<file path="config.mk">
export PLATFORM = sky130hd
export DESIGN_NAME = integer_text_formatter_top
export DESIGN_NICKNAME = d
export VERILOG_FILES = /design/src/rtl/itf_pkg.sv /design/src/rtl/itf_ctrl.sv /design/src/rtl/itf_dp.sv /design/src/rtl/integer_text_formatter_top.sv
export SDC_FILE = /design/constraint.sdc
export NUM_CORES = 1
export LEC_CHECK = 0
export BUFFER_PORTS_ARGS = -buffer_cell sky130_fd_sc_hd__buf_2
export CORE_ASPECT_RATIO = 0.9
export CORE_MARGIN = 1
export CORE_UTILIZATION = 30
export DETAILED_ROUTE_END_ITERATION = 16
export MAX_ROUTING_LAYER = met4
export PLACE_DENSITY = 0.43
export SLEW_MARGIN = 20
export SYNTH_ARGS = -nofsm -noshare
export SYNTH_HDL_FRONTEND = slang
export SYNTH_SLANG_ARGS = --single-unit
</file>
<file path="constraint.sdc">
create_clock -name clock -period 33.4 [get_ports clock]
set_input_delay 6.68 -clock clock [delete_from_list [all_inputs] [get_ports clock]]
set_output_delay 6.68 -clock clock [all_outputs]
set_load 0.03 [all_outputs]
</file>
<file path="src/rtl/itf_pkg.sv">
// ----------------------------------------------------------------------------
// itf_pkg
// Shared types, constants and helper functions of the integer text formatter.
// ----------------------------------------------------------------------------
package itf_pkg;

   localparam int REQ_W     = 96;
   localparam int RSP_W     = 16;
   localparam int BASE_W    = 5;
   localparam int FLD_W     = 6;
   localparam int ROOM_W    = 7;
   localparam int CNT_W     = 7;
   localparam int POS_W     = 6;
   localparam int CHUNK     = 8;
   localparam int OUT_LIMIT = 63;

   localparam logic [7:0] CH_SPACE = 8'h20;
   localparam logic [7:0] CH_PLUS  = 8'h2B;
   localparam logic [7:0] CH_MINUS = 8'h2D;
   localparam logic [7:0] CH_ZERO  = 8'h30;
   localparam logic [7:0] CH_UPX   = 8'h58;
   localparam logic [7:0] CH_LOWX  = 8'h78;
   localparam logic [7:0] CH_UNDER = 8'h5F;
   localparam logic [7:0] CH_UPA   = 8'h41;
   localparam logic [7:0] CH_LOWA  = 8'h61;

   localparam logic [1:0] SIGN_NONE  = 2'd0;
   localparam logic [1:0] SIGN_SPACE = 2'd2;

   typedef enum logic [3:0] {
      ST_IDLE,
      ST_DIV,
      ST_TOTAL,
      ST_GROUP,
      ST_FIELD,
      ST_PLAN,
      ST_LEAD,
      ST_SIGN,
      ST_PFX0,
      ST_PFX1,
      ST_ZPAD,
      ST_DIGIT,
      ST_TRAIL
   } state_type;

   typedef enum logic [2:0] {
      KIND_SPACE_PAD,
      KIND_SIGN,
      KIND_PFX_ZERO,
      KIND_PFX_MARK,
      KIND_ZERO_PAD,
      KIND_DIGIT
   } kind_type;

   typedef struct packed {
      logic     load;
      logic     div_step;
      logic     total;
      logic     group;
      logic     field;
      logic     emit;
      kind_type kind;
   } cmd_type;

   typedef struct packed {
      logic div_done;
      logic pad_nz;
      logic pad_one;
      logic dig_last;
      logic is_last;
      logic out_ready;
      logic has_sign;
      logic hex_prefix;
      logic lead_pad;
      logic zero_pad;
   } status_type;

   function automatic logic [7:0] digit_char(input logic [3:0] d, input logic upper);
      logic [7:0] c;
      if (d < 4'd10) begin
         c = CH_ZERO + {4'b0, d};
      end else begin
         c = (upper ? CH_UPA : CH_LOWA) + {4'b0, d} - 8'd10;
      end
      return c;
   endfunction

   // Exact for every 7-bit value: multiply by 171/512.
   function automatic logic [CNT_W-1:0] div3(input logic [CNT_W-1:0] x);
      logic [14:0] p;
      p = 15'(x) * 15'd171;
      return CNT_W'(p >> 9);
   endfunction

endpackage

</file>
<file path="src/rtl/itf_ctrl.sv">
// ----------------------------------------------------------------------------
// itf_ctrl
// Sequencer: division, field sizing, then one field segment after another.
// ----------------------------------------------------------------------------
module itf_ctrl (
   input  logic                clock,
   input  logic                reset,
   input  logic                req_tvalid,
   output logic                req_tready,
   input  itf_pkg::status_type stat,
   output itf_pkg::cmd_type    cmd
);

   itf_pkg::state_type state_ff, state_in;

   always_ff @(posedge clock) begin
      if (reset) begin
         state_ff <= itf_pkg::ST_IDLE;
      end else begin
         state_ff <= state_in;
      end
   end

   assign req_tready = (state_ff == itf_pkg::ST_IDLE);

   always_comb begin
      itf_pkg::state_type after_pfx;
      itf_pkg::state_type after_sign;
      itf_pkg::state_type after_lead;
      itf_pkg::state_type first_seg;

      after_pfx  = (stat.zero_pad && stat.pad_nz) ? itf_pkg::ST_ZPAD : itf_pkg::ST_DIGIT;
      after_sign = stat.hex_prefix ? itf_pkg::ST_PFX0 : after_pfx;
      after_lead = stat.has_sign ? itf_pkg::ST_SIGN : after_sign;
      first_seg  = (stat.lead_pad && stat.pad_nz) ? itf_pkg::ST_LEAD : after_lead;

      state_in = state_ff;
      cmd      = '0;

      unique case (state_ff)
         itf_pkg::ST_IDLE: begin
            if (req_tvalid) begin
               cmd.load = 1'b1;
               state_in = itf_pkg::ST_DIV;
            end
         end
         itf_pkg::ST_DIV: begin
            if (stat.div_done) begin
               state_in = itf_pkg::ST_TOTAL;
            end else begin
               cmd.div_step = 1'b1;
            end
         end
         itf_pkg::ST_TOTAL: begin
            cmd.total = 1'b1;
            state_in  = itf_pkg::ST_GROUP;
         end
         itf_pkg::ST_GROUP: begin
            cmd.group = 1'b1;
            state_in  = itf_pkg::ST_FIELD;
         end
         itf_pkg::ST_FIELD: begin
            cmd.field = 1'b1;
            state_in  = itf_pkg::ST_PLAN;
         end
         itf_pkg::ST_PLAN: begin
            state_in = first_seg;
         end
         itf_pkg::ST_LEAD: begin
            if (stat.out_ready) begin
               cmd.emit = 1'b1;
               cmd.kind = itf_pkg::KIND_SPACE_PAD;
               if (stat.pad_one) state_in = after_lead;
            end
         end
         itf_pkg::ST_SIGN: begin
            if (stat.out_ready) begin
               cmd.emit = 1'b1;
               cmd.kind = itf_pkg::KIND_SIGN;
               state_in = after_sign;
            end
         end
         itf_pkg::ST_PFX0: begin
            if (stat.out_ready) begin
               cmd.emit = 1'b1;
               cmd.kind = itf_pkg::KIND_PFX_ZERO;
               state_in = itf_pkg::ST_PFX1;
            end
         end
         itf_pkg::ST_PFX1: begin
            if (stat.out_ready) begin
               cmd.emit = 1'b1;
               cmd.kind = itf_pkg::KIND_PFX_MARK;
               state_in = after_pfx;
            end
         end
         itf_pkg::ST_ZPAD: begin
            if (stat.out_ready) begin
               cmd.emit = 1'b1;
               cmd.kind = itf_pkg::KIND_ZERO_PAD;
               if (stat.pad_one) state_in = itf_pkg::ST_DIGIT;
            end
         end
         itf_pkg::ST_DIGIT: begin
            if (stat.out_ready) begin
               cmd.emit = 1'b1;
               cmd.kind = itf_pkg::KIND_DIGIT;
               if (stat.dig_last) state_in = itf_pkg::ST_TRAIL;
            end
         end
         itf_pkg::ST_TRAIL: begin
            if (stat.out_ready) begin
               cmd.emit = 1'b1;
               cmd.kind = itf_pkg::KIND_SPACE_PAD;
            end
         end
         default: begin
            state_in = itf_pkg::ST_IDLE;
         end
      endcase

      // The final word of a field, natural or truncated, ends the item.
      if (cmd.emit && stat.is_last) begin
         state_in = itf_pkg::ST_IDLE;
      end
   end

endmodule

</file>
<file path="src/rtl/itf_dp.sv">
// ----------------------------------------------------------------------------
// itf_dp
// Datapath: radix divider, digit stack, field sizing and the output register.
// ----------------------------------------------------------------------------
module itf_dp #(
   parameter int VALUE_BITS    = 64,
   parameter int MAX_WIDTH     = 63,
   parameter int MAX_PRECISION = 40
) (
   input  logic                         clock,
   input  logic                         reset,
   input  itf_pkg::cmd_type             cmd,
   output itf_pkg::status_type          stat,
   input  logic [63:0]                  req_value,
   input  logic [itf_pkg::BASE_W-1:0]   req_base,
   input  logic [itf_pkg::FLD_W-1:0]    req_width,
   input  logic [itf_pkg::FLD_W-1:0]    req_precision,
   input  logic [itf_pkg::ROOM_W-1:0]   req_room,
   input  logic [1:0]                   req_sign_mode,
   input  logic                         req_is_signed,
   input  logic                         req_upper_case,
   input  logic                         req_left_justify,
   input  logic                         req_zero_pad,
   input  logic                         req_alt_form,
   input  logic                         req_group_digits,
   input  logic                         rsp_tready,
   output logic                         rsp_tvalid,
   output logic [7:0]                   rsp_character,
   output logic [itf_pkg::POS_W-1:0]    rsp_position,
   output logic                         rsp_stored,
   output logic                         rsp_last
);

   localparam int DIV_W   = ((VALUE_BITS + itf_pkg::CHUNK - 1) / itf_pkg::CHUNK) * itf_pkg::CHUNK;
   localparam int DIV_CYC = DIV_W / itf_pkg::CHUNK;
   localparam int DCNT_W  = $clog2(DIV_CYC + 1);
   localparam int DEPTH   = VALUE_BITS;
   localparam int CW      = itf_pkg::CNT_W;
   localparam int PW      = itf_pkg::POS_W;

   logic [DIV_W-1:0]              q_ff, q_in;
   logic [3:0]                    rem_ff, rem_in;
   logic [DCNT_W-1:0]             div_cnt_ff, div_cnt_in;
   logic [CW-1:0]                 nd_ff, nd_in;
   logic [3:0]                    stack_ff [DEPTH];
   logic [3:0]                    stack_in [DEPTH];
   logic [itf_pkg::BASE_W-1:0]    base_ff, base_in;
   logic [itf_pkg::FLD_W-1:0]     width_ff, width_in;
   logic [itf_pkg::FLD_W-1:0]     prec_ff, prec_in;
   logic [itf_pkg::ROOM_W-1:0]    room_ff, room_in;
   logic [1:0]                    sign_mode_ff, sign_mode_in;
   logic                          minus_ff, minus_in;
   logic                          upper_ff, upper_in;
   logic                          left_ff, left_in;
   logic                          zpad_ff, zpad_in;
   logic                          alt_ff, alt_in;
   logic                          group_ff, group_in;
   logic [CW-1:0]                 dig_cnt_ff, dig_cnt_in;
   logic [CW-1:0]                 seps_ff, seps_in;
   logic [1:0]                    mod_ff, mod_in;
   logic                          first_ff, first_in;
   logic                          sep_done_ff, sep_done_in;
   logic [PW-1:0]                 pad_ff, pad_in;
   logic [PW-1:0]                 len_ff, len_in;
   logic [PW-1:0]                 pos_ff, pos_in;
   logic [7:0]                    out_char_ff, out_char_in;
   logic [PW-1:0]                 out_pos_ff, out_pos_in;
   logic                          out_stored_ff, out_stored_in;
   logic                          out_last_ff, out_last_in;
   logic                          out_valid_ff, out_valid_in;

   logic                          sixteen;
   logic                          hex_prefix;
   logic                          has_sign;
   logic                          sep_due;
   logic                          is_last;

   assign sixteen    = (base_ff == itf_pkg::BASE_W'(16));
   assign hex_prefix = alt_ff && sixteen;
   assign has_sign   = minus_ff || (sign_mode_ff != itf_pkg::SIGN_NONE);
   assign sep_due    = group_ff && !first_ff && (mod_ff == 2'd0) && !sep_done_ff;
   assign is_last    = (pos_ff == len_ff - PW'(1));

   assign stat.div_done   = (q_ff == '0) && (div_cnt_ff == '0);
   assign stat.pad_nz     = (pad_ff != '0);
   assign stat.pad_one    = (pad_ff == PW'(1));
   assign stat.dig_last   = (dig_cnt_ff == CW'(1)) && !sep_due;
   assign stat.is_last    = is_last;
   assign stat.out_ready  = !out_valid_ff || rsp_tready;
   assign stat.has_sign   = has_sign;
   assign stat.hex_prefix = hex_prefix;
   assign stat.lead_pad   = !left_ff && !zpad_ff;
   assign stat.zero_pad   = zpad_ff;

   assign rsp_tvalid    = out_valid_ff;
   assign rsp_character = out_char_ff;
   assign rsp_position  = out_pos_ff;
   assign rsp_stored    = out_stored_ff;
   assign rsp_last      = out_last_ff;

   always_comb begin
      logic [VALUE_BITS-1:0]  v;
      logic                   neg;
      logic [VALUE_BITS-1:0]  mag;
      logic [3:0]             r;
      logic [4:0]             t;
      logic [itf_pkg::CHUNK-1:0] qb;
      logic [CW-1:0]          nd_p1;
      logic [CW-1:0]          eff_prec;
      logic [CW-1:0]          tot;
      logic [CW-1:0]          gq;
      logic [1:0]             gm;
      logic [CW-1:0]          nchars;
      logic [CW-1:0]          wide;
      logic [CW-1:0]          full;
      logic [7:0]             ch;
      logic [7:0]             sign_ch;
      logic                   pad_dec;

      q_in          = q_ff;
      rem_in        = rem_ff;
      div_cnt_in    = div_cnt_ff;
      nd_in         = nd_ff;
      stack_in      = stack_ff;
      base_in       = base_ff;
      width_in      = width_ff;
      prec_in       = prec_ff;
      room_in       = room_ff;
      sign_mode_in  = sign_mode_ff;
      minus_in      = minus_ff;
      upper_in      = upper_ff;
      left_in       = left_ff;
      zpad_in       = zpad_ff;
      alt_in        = alt_ff;
      group_in      = group_ff;
      dig_cnt_in    = dig_cnt_ff;
      seps_in       = seps_ff;
      mod_in        = mod_ff;
      first_in      = first_ff;
      sep_done_in   = sep_done_ff;
      pad_in        = pad_ff;
      len_in        = len_ff;
      pos_in        = pos_ff;
      out_char_in   = out_char_ff;
      out_pos_in    = out_pos_ff;
      out_stored_in = out_stored_ff;
      out_last_in   = out_last_ff;
      out_valid_in  = out_valid_ff;

      v   = req_value[VALUE_BITS-1:0];
      neg = req_is_signed && v[VALUE_BITS-1];
      mag = neg ? (~v + VALUE_BITS'(1)) : v;

      r  = rem_ff;
      qb = '0;
      for (int s = 0; s < itf_pkg::CHUNK; s++) begin
         t = {r, q_ff[DIV_W-1-s]};
         if (t >= base_ff) begin
            r = 4'(t - base_ff);
            qb[itf_pkg::CHUNK-1-s] = 1'b1;
         end else begin
            r = t[3:0];
         end
      end

      nd_p1    = nd_ff + CW'(1);
      eff_prec = CW'(prec_ff);
      if (alt_ff && (base_ff == itf_pkg::BASE_W'(8)) && (eff_prec < nd_p1)) begin
         eff_prec = nd_p1;
      end
      tot = (nd_ff > eff_prec) ? nd_ff : eff_prec;
      if (tot == '0) tot = CW'(1);

      if (sixteen) begin
         gq = dig_cnt_ff >> 2;
         gm = dig_cnt_ff[1:0];
      end else begin
         gq = itf_pkg::div3(dig_cnt_ff);
         gm = 2'(dig_cnt_ff - gq - (gq << 1));
      end

      nchars = dig_cnt_ff + seps_ff + CW'(has_sign) + (hex_prefix ? CW'(2) : CW'(0));
      wide   = CW'(width_ff);
      full   = (wide > nchars) ? wide : nchars;

      if (minus_ff) begin
         sign_ch = itf_pkg::CH_MINUS;
      end else if (sign_mode_ff == itf_pkg::SIGN_SPACE) begin
         sign_ch = itf_pkg::CH_SPACE;
      end else begin
         sign_ch = itf_pkg::CH_PLUS;
      end

      pad_dec = 1'b0;
      unique case (cmd.kind)
         itf_pkg::KIND_SPACE_PAD: begin
            ch      = itf_pkg::CH_SPACE;
            pad_dec = 1'b1;
         end
         itf_pkg::KIND_SIGN: begin
            ch = sign_ch;
         end
         itf_pkg::KIND_PFX_ZERO: begin
            ch = itf_pkg::CH_ZERO;
         end
         itf_pkg::KIND_PFX_MARK: begin
            ch = upper_ff ? itf_pkg::CH_UPX : itf_pkg::CH_LOWX;
         end
         itf_pkg::KIND_ZERO_PAD: begin
            ch      = itf_pkg::CH_ZERO;
            pad_dec = 1'b1;
         end
         itf_pkg::KIND_DIGIT: begin
            if (sep_due) begin
               ch = itf_pkg::CH_UNDER;
            end else if (dig_cnt_ff > nd_ff) begin
               ch = itf_pkg::CH_ZERO;
            end else begin
               ch = itf_pkg::digit_char(stack_ff[0], upper_ff);
            end
         end
         default: begin
            ch = itf_pkg::CH_SPACE;
         end
      endcase

      if (cmd.load) begin
         q_in         = DIV_W'(mag);
         rem_in       = '0;
         div_cnt_in   = '0;
         nd_in        = '0;
         minus_in     = neg;
         if (req_base < itf_pkg::BASE_W'(2)) begin
            base_in = itf_pkg::BASE_W'(2);
         end else if (req_base > itf_pkg::BASE_W'(16)) begin
            base_in = itf_pkg::BASE_W'(16);
         end else begin
            base_in = req_base;
         end
         width_in     = (req_width > itf_pkg::FLD_W'(MAX_WIDTH)) ?
                        itf_pkg::FLD_W'(MAX_WIDTH) : req_width;
         prec_in      = (req_precision > itf_pkg::FLD_W'(MAX_PRECISION)) ?
                        itf_pkg::FLD_W'(MAX_PRECISION) : req_precision;
         room_in      = req_room;
         sign_mode_in = req_sign_mode;
         upper_in     = req_upper_case;
         left_in      = req_left_justify;
         zpad_in      = req_zero_pad && !req_left_justify;
         alt_in       = req_alt_form;
         group_in     = req_group_digits;
         pos_in       = '0;
      end

      if (cmd.div_step) begin
         q_in = (q_ff << itf_pkg::CHUNK) | DIV_W'(qb);
         if (div_cnt_ff == DCNT_W'(DIV_CYC - 1)) begin
            div_cnt_in  = '0;
            rem_in      = '0;
            nd_in       = nd_ff + CW'(1);
            stack_in[0] = r;
            for (int k = 1; k < DEPTH; k++) begin
               stack_in[k] = stack_ff[k-1];
            end
         end else begin
            div_cnt_in = div_cnt_ff + DCNT_W'(1);
            rem_in     = r;
         end
      end

      if (cmd.total) begin
         dig_cnt_in  = tot;
         first_in    = 1'b1;
         sep_done_in = 1'b0;
      end

      if (cmd.group) begin
         mod_in = gm;
         if (!group_ff) begin
            seps_in = '0;
         end else if (gm == 2'd0) begin
            seps_in = gq - CW'(1);
         end else begin
            seps_in = gq;
         end
      end

      if (cmd.field) begin
         pad_in = (wide > nchars) ? PW'(wide - nchars) : '0;
         len_in = (full > CW'(itf_pkg::OUT_LIMIT)) ? PW'(itf_pkg::OUT_LIMIT) : PW'(full);
      end

      if (cmd.emit) begin
         out_char_in   = ch;
         out_pos_in    = pos_ff;
         out_stored_in = ({1'b0, pos_ff} < room_ff);
         out_last_in   = is_last;
         out_valid_in  = 1'b1;
         pos_in        = pos_ff + PW'(1);
         if (pad_dec) begin
            pad_in = pad_ff - PW'(1);
         end
         if (cmd.kind == itf_pkg::KIND_DIGIT) begin
            if (sep_due) begin
               sep_done_in = 1'b1;
            end else begin
               dig_cnt_in  = dig_cnt_ff - CW'(1);
               first_in    = 1'b0;
               sep_done_in = 1'b0;
               mod_in      = (mod_ff == 2'd0) ? (sixteen ? 2'd3 : 2'd2) : mod_ff - 2'd1;
               if (dig_cnt_ff <= nd_ff) begin
                  for (int k = 0; k < DEPTH - 1; k++) begin
                     stack_in[k] = stack_ff[k+1];
                  end
                  stack_in[DEPTH-1] = '0;
               end
            end
         end
      end else if (rsp_tready) begin
         out_valid_in = 1'b0;
      end
   end

   always_ff @(posedge clock) begin
      if (reset) begin
         out_valid_ff <= 1'b0;
      end else begin
         out_valid_ff <= out_valid_in;
      end
   end

   always_ff @(posedge clock) begin
      q_ff          <= q_in;
      rem_ff        <= rem_in;
      div_cnt_ff    <= div_cnt_in;
      nd_ff         <= nd_in;
      stack_ff      <= stack_in;
      base_ff       <= base_in;
      width_ff      <= width_in;
      prec_ff       <= prec_in;
      room_ff       <= room_in;
      sign_mode_ff  <= sign_mode_in;
      minus_ff      <= minus_in;
      upper_ff      <= upper_in;
      left_ff       <= left_in;
      zpad_ff       <= zpad_in;
      alt_ff        <= alt_in;
      group_ff      <= group_in;
      dig_cnt_ff    <= dig_cnt_in;
      seps_ff       <= seps_in;
      mod_ff        <= mod_in;
      first_ff      <= first_in;
      sep_done_ff   <= sep_done_in;
      pad_ff        <= pad_in;
      len_ff        <= len_in;
      pos_ff        <= pos_in;
      out_char_ff   <= out_char_in;
      out_pos_ff    <= out_pos_in;
      out_stored_ff <= out_stored_in;
      out_last_ff   <= out_last_in;
   end

endmodule

</file>
<file path="src/rtl/integer_text_formatter_top.sv">
// ----------------------------------------------------------------------------
// integer_text_formatter_top
// Formats one integer as the characters of a printf-style integer field.
// ----------------------------------------------------------------------------
// One request word is taken at a time. The digits come from a radix divider
// that retires eight quotient bits per cycle and passes the whole quotient
// through once for each digit. Field sizing follows in the total, group,
// field and plan states, then one character word per cycle while the consumer
// keeps up, at most 63 words. A new request is taken as soon as the final
// character of the previous one sits in the output register.
module integer_text_formatter_top #(
   parameter int VALUE_BITS    = 64,
   parameter int MAX_WIDTH     = 63,
   parameter int MAX_PRECISION = 40
) (
   input  logic                      clock,
   input  logic                      reset,
   input  logic                      req_tvalid,
   output logic                      req_tready,
   // value, base, width, precision, room, sign_mode, upper_case,
   // left_justify, zero_pad, alt_form, group_digits, zero fill
   input  logic [itf_pkg::REQ_W-1:0] req_tdata,
   // is_signed
   input  logic                      req_tuser,
   output logic                      rsp_tvalid,
   input  logic                      rsp_tready,
   // character, position, zero fill
   output logic [itf_pkg::RSP_W-1:0] rsp_tdata,
   // stored
   output logic                      rsp_tuser,
   output logic                      rsp_tlast
);

   itf_pkg::cmd_type                cmd;
   itf_pkg::status_type             stat;
   logic [7:0]                      rsp_character;
   logic [itf_pkg::POS_W-1:0]       rsp_position;

   itf_ctrl u_ctrl (
      .clock      (clock),
      .reset      (reset),
      .req_tvalid (req_tvalid),
      .req_tready (req_tready),
      .stat       (stat),
      .cmd        (cmd)
   );

   itf_dp #(
      .VALUE_BITS    (VALUE_BITS),
      .MAX_WIDTH     (MAX_WIDTH),
      .MAX_PRECISION (MAX_PRECISION)
   ) u_dp (
      .clock            (clock),
      .reset            (reset),
      .cmd              (cmd),
      .stat             (stat),
      .req_value        (req_tdata[63:0]),
      .req_base         (req_tdata[68:64]),
      .req_width        (req_tdata[74:69]),
      .req_precision    (req_tdata[80:75]),
      .req_room         (req_tdata[87:81]),
      .req_sign_mode    (req_tdata[89:88]),
      .req_is_signed    (req_tuser),
      .req_upper_case   (req_tdata[90]),
      .req_left_justify (req_tdata[91]),
      .req_zero_pad     (req_tdata[92]),
      .req_alt_form     (req_tdata[93]),
      .req_group_digits (req_tdata[94]),
      .rsp_tready       (rsp_tready),
      .rsp_tvalid       (rsp_tvalid),
      .rsp_character    (rsp_character),
      .rsp_position     (rsp_position),
      .rsp_stored       (rsp_tuser),
      .rsp_last         (rsp_tlast)
   );

   assign rsp_tdata = {2'b00, rsp_position, rsp_character};

endmodule

</file>
==> impl_metrics.ini, run 1 <==
[status]
status = complete, no violations

[setup_path]
slowest_delay_ps = 740
cpMaxStageDelayCell = edfxtp_1
cpMostUsedCell = a21o_1
critPathRequiredTime_ps = 33910
start_kind = flop
endpoint_kind = flop
critPathArrivalTime_ps = 14510
cp_max_fo = 10
crit_type = flop to flop

[grt]
grt_first_pass_wirelength_um = 92300
grt_pass1_vias = 18054
track_usage_pct = 14.5
grt_start_max_net_pins = 303
grt-ovfl-total = 0
antenna_found_initial = 1

[placed_design]
portBuffers = 116
dpl_cell_area_mm2 = 0.0247
gp_congestion = 0.843
dpl.hpwl_um = 38600

[yosys]
synth_area_mm2 = 0.0233
ys_seq_area_share_pct = 42.4
ys.flop_type = dfxtp_1
ys_warn_count = 0
synthCells = 2806
synth_seq_cells = 423
synth.distinct_cells = 76
async_flop_share_pct = 0
synth_edf_count = 138
syn_avg_cell_area_um2 = 8.29

[detailed_routing]
drt_iter0_drc = 1155
drc = 0
drt-pass1-iter-count = 5
vias = 19262
ant_nets = 0
wl_um = 56700
routed_via_density = 4.94
wl_per_cell_um = 14.5

[cts]
cts_made_buffers = 50
clkSinkCount = 423
clockBufferDepth = 3
htree_levels = 2
postCtsHoldBufs = 0
cts-resized-gates = 0
cts_setup_buffers = 0
clock_latency_ps = 590
cts_tree = built
cts-root-buf = clkbuf_16
clk_pin_slew_worst_paths_ps = 60

[final_layout]
final_cell_mix = 635 x nand2_1, 341 x nor2_1, 285 x dfxtp_1
nNetsFinal = 3092
fill_cells = 7936
area_delta_synth_final_pct = 13.1
regArea_mm2 = 0.00985
final_common_cell = nand2_1
drive_above_1_share_pct = 8.77
final_cell_area_mm2 = 0.0263
multi_input_area_mm2 = 0.0124

[hold_path]
hold_class = flop to flop

[timing]
slew_viol_final = 0
clock_skew_ps = 13.2
setup_viol = 0
max_slew_margin_pct = 26.9
worst_pin_slew_ps = 1100
hold_viol = 0
rsz0062_at_grt = no
layout_worst_path_cycle_share_pct = 41.9
tns_ps = 0
finalCriticalPeriod_ps = 14000
fmax_mhz = 71.4

[job]
max_cap_violations = 0

[floorplanning]
core-area_mm2 = 0.0765
die_w_um = 295
fp.dieH_um = 266
dieArea_mm2 = 0.0786
ioPinCount = 121
placementRows = 96
start_util_pct = 30.4
[critical path: cells and delay by family, from the launching register on]
| kind | cells | cell delay, ps |
|---|---|---|
| buf+inv | 1 | 440 |
| flops | 1 | 740 |
| mux | 8 | 2980 |
| simple gates | 1 | 110 |
| compound gates | 26 | 7130 |
| fa+ha+maj | 8 | 2500 |
[final timing paths]
kind	from	end	slack (ps)	cells past startpoint
worst max-delay path	u_dp.base_ff[1]	u_dp.stack_ff[252]	19400	44
worst min-delay path	u_dp.stack_ff[0]	u_dp.stack_ff[0]	460	2
worst max register to register	u_dp.base_ff[1]	u_dp.stack_ff[252]	19400	44
worst min register to register	u_dp.stack_ff[0]	u_dp.stack_ff[0]	460	2
[Yosys cell counts, drive strengths merged, types with 12 or more instances]
cell | count | area share (%)
clkbuf | 145 | 2.3
a21oi | 101 | 2.2
dfxtp | 285 | 25
edfxtp | 138 | 18
xnor2 | 77 | 2.9
inv | 111 | 1.8
nor3 | 39 | 0.84
nand3 | 31 | 0.72
mux2i | 20 | 0.86
ha | 136 | 7.3
nor4 | 29 | 0.87
a31oi | 262 | 7.0
nand4 | 12 | 0.32
nand2 | 637 | 10
a21o | 36 | 1.2
nand2b | 25 | 0.67
nor2 | 341 | 5.5
fa | 21 | 1.8
nor2b | 23 | 0.62
o21ai | 108 | 2.3
o31ai | 13 | 0.42
buf | 15 | 0.33
or3 | 12 | 0.36
xor2 | 41 | 1.5
mux2 | 24 | 1.2
[flip-flops by register name, indices dropped and copies added (netlist names), 2 cells and up]
| name | flops |
|---|---|
| u_dp.q_ff | 64 |
| u_dp.len_ff | 6 |
| u_dp.width_ff | 6 |
| u_dp.mod_ff | 2 |
| u_dp.div_cnt_ff | 4 |
| u_dp.stack_ff | 256 |
| u_dp.nd_ff | 7 |
| u_dp.pad_ff | 6 |
| u_dp.rem_ff | 4 |
| u_dp.room_ff | 7 |
| u_dp.pos_ff | 6 |
| u_dp.dig_cnt_ff | 7 |
| u_dp.base_ff | 5 |
| u_dp.sign_mode_ff | 2 |
| u_ctrl.state_ff | 4 |
| u_dp.rsp_position | 6 |
| u_dp.seps_ff | 7 |
| u_dp.prec_ff | 6 |
| u_dp.rsp_character | 7 |
[layout make-up]
type                       instances  share of cell area, %
sequential                       423                   37.5
clock inverter                    12                  0.385
tap                             1029                   4.90
multi-input combinational       2113                   47.2
antenna                            1                0.00951
timing repair buffer             134                   2.86
inverter                         112                   1.60
clock buffer                      78                   5.62
[stage by stage]
stage	hold WS [ps]	cells	util (%)	setup slack (ps)
final	461	3902	34.4	19400
after global placement	442	3810	32.3	19580
after global routing	490	3901	34.4	18400
after floorplan	437	2808	-	21800
after detailed placement	455	3810	32.3	19430
after CTS	463	3900	34.3	19410
[per-layer routing]
| metal | vias to the layer above | wire length [um] | GRT usage [%] |
|---|---|---|---|
| met2 | 321 | 25500 | 22.9 |
| met5 | - | 0 | - |
| met4 | 0 | 1130 | 3.99 |
| li1 | 9798 | - | - |
| met1 | 9058 | 27800 | 19.3 |
| met3 | 85 | 2220 | 2.09 |
[cell families after synthesis]
group	count (synthesis)	share of synthesized area, %
XOR/XNOR	118	4.44
multiplexers	44	2.02
buffers and inverters	272	4.48
other	1	0.0161
flip-flops	423	42.4
AO/OA/AOI/OAI	595	15.9
AND/OR/NAND/NOR	1196	21.7
adder cells (fa/ha/maj)	157	9.12
Power of run 1 is not shown: default switching activity piles up to over one toggle a cycle in this logic, so the estimate is an artifact.
==> run 2: changes to the inputs <==
--- a/config.mk
+++ b/config.mk
@@ -5,6 +5,7 @@
 export SDC_FILE = /design/constraint.sdc
 export NUM_CORES = 1
 export LEC_CHECK = 0
+export ABC_AREA = 1
 export BUFFER_PORTS_ARGS = -buffer_cell sky130_fd_sc_hd__buf_2
 export CORE_ASPECT_RATIO = 0.9
 export CORE_MARGIN = 1
==> constraint.sdc (replaced) <==
create_clock -name clock -period 14.3 [get_ports clock]
set_input_delay 2.86 -clock clock [delete_from_list [all_inputs] [get_ports clock]]
set_output_delay 2.86 -clock clock [all_outputs]
set_load 0.03 [all_outputs]
==> impl_metrics.ini, run 2 <==
[status]
status = complete, no violations

[yosys]
syn_avg_cell_area_um2 = 7.26
ys_seq_area_share_pct = 39.5
ys_warn_count = 0
synth.distinct_cells = 57
yosysTopAreaCell = dfxtp_1
synth.most_common_cell = nand2_1
synth_top_cell_area_share_pct = 22.9
yosys-top-cells-area = dfxtp_1 23%, edfxtp_1 17%, nand2_1 14%
async_flop_share_pct = 0
ys.flop_type = dfxtp_1
synth_seq_cells = 423
synth_edf_count = 138
synth_common_cells = 902 x nand2_1, 503 x inv_1, 403 x o21ai_0, 285 x dfxtp_1, 215 x o21ai_1
synth_area_mm2 = 0.0250
synthCells = 3439

[timing]
rsz0062_at_grt = no
max_slew_margin_pct = 30.1
hold_viol = 0
worst_pin_slew_ps = 1050
fmax_mhz = 78.1
finalCriticalPeriod_ps = 12810
setup_viol = 0
slew_viol_final = 0
clock_skew_ps = 22.8
tns_ps = 0
layout_worst_path_cycle_share_pct = 89.6
postLayoutSetupSlackWorst_ps = 1490

[cts]
htree_levels = 2
cts_made_buffers = 51
postCtsHoldBufs = 0
clockBufferDepth = 3
clk_pin_slew_worst_paths_ps = 70
clkSinkCount = 423
cts_tree = built
clock_latency_ps = 600
cts-root-buf = clkbuf_16

[floorplanning]
ioPinCount = 121
dieArea_mm2 = 0.0843
fp.dieH_um = 276
placementRows = 99
start_util_pct = 30.5
die_w_um = 306
core-area_mm2 = 0.0818

[placed_design]
gp_congestion = 0.819
dpl_worst_slack_ps = 942
dpl.hpwl_um = 42200
portBuffers = 116

[final_layout]
num_antenna_cells = 0
reg_top3 = u_dp.stack_ff (256), u_dp.q_ff (64)
drive_above_1_share_pct = 7.27
area_delta_synth_final_pct = 12.0
final_cell_mix = 901 x nand2_1, 503 x inv_1, 403 x o21ai_0
top_register = u_dp.stack_ff
fill_cells = 8861
final_util_pct = 34.2
largest_reg_flops = 256
final_common_cell = nand2_1
nNetsFinal = 3736

[job]
max_cap_violations = 0

[detailed_routing]
vias = 21096
wl_um = 60900
routed_via_density = 4.61
drt-pass1-iter-count = 5
drc = 0
drt_iter0_drc = 1322
ant_nets = 0
wl_per_cell_um = 13.3

[grt]
grt_first_pass_wirelength_um = 101000
track_usage_pct = 14.9
antenna_found_initial = 0
grt_start_max_net_pins = 254
grt-ovfl-total = 0
grt_pass1_vias = 19644

[setup_path]
cpMostUsedCell = nand2_1
endpoint_kind = flop
critPathRequiredTime_ps = 14760
cpMaxStageDelayCell = a21oi_1
critPathArrivalTime_ps = 13270
slowest_delay_ps = 530
start_kind = flop
crit_type = flop to flop
cp_max_fo = 10

[hold_path]
hold_class = flop to flop
## run 2: changes by cell type in the layout (fill, tap and decap cells not counted), sizes merged, moves of 24 or more
cell    change
nand4      +24
inv       +397
a21o       -29
mux2       -24
xnor2      -52
o21ai     +512
nand3      +48
nand2b     -25
a31oi     -244
nand2     +270
nor2      -127
## run 2: cell families after synthesis
logic type,Yosys count,share of synthesized area [%]
adders and majority gates,157,8.50
xor gates and xnor gates,77,2.70
AOI/OAI and AO/OA,794,16.6
buffers and inverters,660,10.6
DFF,423,39.5
and+or+nand+nor,1325,22.0
muxes,2,0.0802
other,1,0.0150
## run 2: metrics by stage
step | cells | instance area (um2) | hold WS (ps)
5_1_grt | 4580 | 28000 | 482
6_report | 4580 | 28000 | 465
2_1_floorplan | 3441 | 25000 | 443
3_3_place_gp | 4481 | 26300 | 457
3_5_place_dp | 4481 | 26300 | 457
4_1_cts | 4576 | 27900 | 467
## run 2: layout make-up
type | count | area, um2 | share of cell area (%)
inverter | 512 | 1940 | 6.94
timing repair buffer | 132 | 713 | 2.55
multi-input combinational | 2358 | 12500 | 44.6
sequential | 423 | 9850 | 35.2
clock buffer | 82 | 1560 | 5.56
clock inverter | 13 | 96.3 | 0.345
tap | 1060 | 1330 | 4.74
## run 2: final timing paths
check / slack (ps) / end / from / cells after the start
setup / recovery: 1490 / u_dp.stack_ff[252] / u_dp.base_ff[1] / 69
hold / removal: 470 / u_dp.sep_done_ff / u_dp.sep_done_ff / 2
hold reg to reg: 470 / u_dp.sep_done_ff / u_dp.sep_done_ff / 2
setup reg to reg: 1490 / u_dp.stack_ff[252] / u_dp.base_ff[1] / 69
## run 2: repair_timing
| item | 4_1_cts | 5_1_grt |
|---|---|---|
| resized for setup | 0 | 1 |
| setup endpoints to repair | 0 | 9 |
| setup buffers | 0 | 4 |
## run 2: per-layer routing
metal,routed length (um),vias to the layer above,track usage [%]
li1,-,11258,-
met1,31700,9507,20.5
met2,25800,262,22.7
met3,2100,69,2.07
met4,1220,0,3.94
met5,0,-,-
## run 2: worst max-delay path, delay by kind of cell (launching register included)
| kind | cells | cell delay [ps] |
|---|---|---|
| AO/OA/AOI/OAI | 28 | 5810 |
| AND/OR/NAND/NOR | 25 | 2670 |
| adder cells (fa/ha/maj) | 8 | 2560 |
| buffers and inverters | 8 | 1080 |
| flip-flops | 1 | 510 |
Power of run 2 is left out for the same reason.
==> run 3: changes to the inputs <==
--- a/config.mk
+++ b/config.mk
@@ -16,4 +16,5 @@
 export SLEW_MARGIN = 20
 export SYNTH_ARGS = -nofsm -noshare
 export SYNTH_HDL_FRONTEND = slang
+export SYNTH_HIERARCHICAL = 1
 export SYNTH_SLANG_ARGS = --single-unit
==> impl_metrics.ini, run 3 <==
[setup_path]
cp_num_buf_inv = 5
cpMostUsedCell = nand2_1
critPathRequiredTime_ps = 14770
critPathLaunch = u_dp/base_ff[1]
path_depth = 66
cpLargestDelayFamily = compound AO/OA/AOI/OAI gates
r2r_start = u_dp/base_ff[1]
cp_max_fo = 11
cpMaxStageDelayCell = edfxtp_1
critPathArrivalTime_ps = 13020
endpoint_kind = flop
start_kind = flop
crit_type = flop to flop
crit_end = u_dp/stack_ff[252]
reg2reg_depth = 66
worstReg2RegEnd = u_dp/stack_ff[252]
rrSetupSlack_ps = 1750
slowest_delay_ps = 720

[floorplanning]
core-area_mm2 = 0.0879
dieArea_mm2 = 0.0900
die_w_um = 316
ioPinCount = 121
placementRows = 103
start_util_pct = 30.3
fp.dieH_um = 285

[final_layout]
regArea_mm2 = 0.00985
fill_cells = 9424
reg_top3 = u_dp/stack_ff (256), u_dp/q_ff (64)
final_common_cell = nand2_1
area_delta_synth_final_pct = 11.1
nNetsFinal = 3622
top_register = u_dp/stack_ff
largest_reg_flops = 256
final_cell_mix = 687 x nand2_1, 527 x inv_1, 285 x dfxtp_1
num_antenna_cells = 0
drive_above_1_share_pct = 15.9
multi_input_area_mm2 = 0.0138

[yosys]
synthAdderAreaFrac_pct = 7.97
yosys-top-cells-area = dfxtp_1 21%, edfxtp_1 16%, o211ai_2 11%
synth_area_mm2 = 0.0266
synth.distinct_cells = 59
synth_seq_cells = 423
synth_common_cells = 688 x nand2_1, 528 x inv_1, 285 x dfxtp_1, 275 x o21ai_1, 242 x o211ai_2
yosys.area_share.simple_pct = 18.5
ys.flop_type = dfxtp_1
synth_top_family_by_area = compound AO/OA/AOI/OAI gates
yosysTopAreaCell = dfxtp_1
synthMuxAreaShare_pct = 0
ys_warn_count = 6
async_flop_share_pct = 0
synth_compound_area_share_pct = 22.9
syn_avg_cell_area_um2 = 7.99
ys_seq_area_share_pct = 37.0
synthCells = 3336
post_synth_xor_area_fraction_pct = 2.30
synth.most_common_cell = nand2_1
synth_top_cell_area_share_pct = 21.4
synth_edf_count = 138

[cts]
clk_pin_slew_worst_paths_ps = 60
cts_made_buffers = 51
clockBufferDepth = 3
clock_latency_ps = 620
cts-root-buf = clkbuf_16
cts_setup_buffers = 0
cts_tree = built
clkSinkCount = 423
htree_levels = 2

[timing]
clock_skew_ps = 30.7
slew_viol_final = 0
worst_pin_slew_ps = 1090
setup_viol = 0
hold_viol = 0
max_slew_margin_pct = 27.5
tns_ps = 0
fmax_mhz = 79.7
rsz0062_at_grt = no
finalCriticalPeriod_ps = 12550
layout_worst_path_cycle_share_pct = 87.8

[grt]
grt_pass1_vias = 20445
grt-ovfl-total = 0
track_usage_pct = 15.1
grt_first_pass_wirelength_um = 108000
antenna_found_initial = 0
grt_start_max_net_pins = 220

[detailed_routing]
wl_um = 65800
drt-pass1-iter-count = 7
ant_nets = 0
drc = 0
vias = 21163
routed_via_density = 4.64
drt_iter0_drc = 1250
wl_per_cell_um = 14.4

[placed_design]
portBuffers = 116
dpl.hpwl_um = 46600
gp_congestion = 0.822

[job]
max_cap_violations = 0

[hold_path]
hold_class = flop to flop

[status]
status = complete, no violations
## run 3: cell types whose count changed after synthesis, moves of 30 or more
cell and change:
buf_2 -56, nand2_1 -214, nand3_1 +30, o211ai_2 +242, o21ai_0 -313, o21ai_1 +60
## run 3: cell type report
type                    instances  area share, %
clock buffers                  78           4.96
clock inverters                17          0.634
inverters                     558           7.20
multi-input cells            2201           46.6
flip-flops and latches        423           33.3
well taps                    1155           4.88
repair buffers                129           2.44
## run 3: worst min path at each step
stage                     start          endpoint  cells after the start
2_1_floorplan  u_dp/stack_ff[1]  u_dp/stack_ff[1]                      2
3_5_place_dp   u_dp/stack_ff[3]  u_dp/stack_ff[3]                      2
6_report       u_dp/stack_ff[2]  u_dp/stack_ff[6]                      2
5_1_grt        u_dp/stack_ff[3]  u_dp/stack_ff[7]                      2
4_1_cts        u_dp/stack_ff[2]  u_dp/stack_ff[6]                      2
3_3_place_gp   u_dp/stack_ff[2]  u_dp/stack_ff[6]                      2
## run 3: metal layers
layer,up-vias,global-route usage (%),share of wire (%)
met5,-,-,0
met4,0,3.65,2.1
met3,73,1.90,3.5
met2,291,22.6,43
met1,9626,21.5,51
li1,11173,-,-
## run 3: logic make-up (layout without fill, tap and decap cells)
kind of cell / after synthesis / in the layout
flip-flops: 423 / 423
AND/OR/NAND/NOR: 1162 / 1162
AO/OA/AOI/OAI: 810 / 810
other: 2 / 3
adder cells (fa/ha/maj): 157 / 157
XOR/XNOR: 69 / 69
buffers and inverters: 713 / 782
## run 3: timing repair
action / in CTS / in global routing
endpoints found under the setup margin: 0 / 2
gates resized for setup: 0 / 1
hold buffers: 0 / 0
## run 3: through the flow
stage | std cells | hold slack [ps] | instance area, um2 | worst slack (ps) | utilization [%]
4_1_cts | 4560 | 460 | 29600 | 1450 | 33.6
3_3_place_gp | 4465 | 452 | 27900 | 1530 | 31.8
2_1_floorplan | 3337 | 437 | 26600 | 4050 | -
3_5_place_dp | 4465 | 455 | 27900 | 1500 | 31.8
6_report | 4561 | 458 | 29600 | 1750 | 33.7
5_1_grt | 4561 | 487 | 29600 | 228 | 33.7
## run 3: worst min-delay path, stage by stage (launching register included)
cell and delay (ps):
dfxtp_1 290, inv_1 60, o21ai_1 60
Power of run 3 is left out for the same reason.
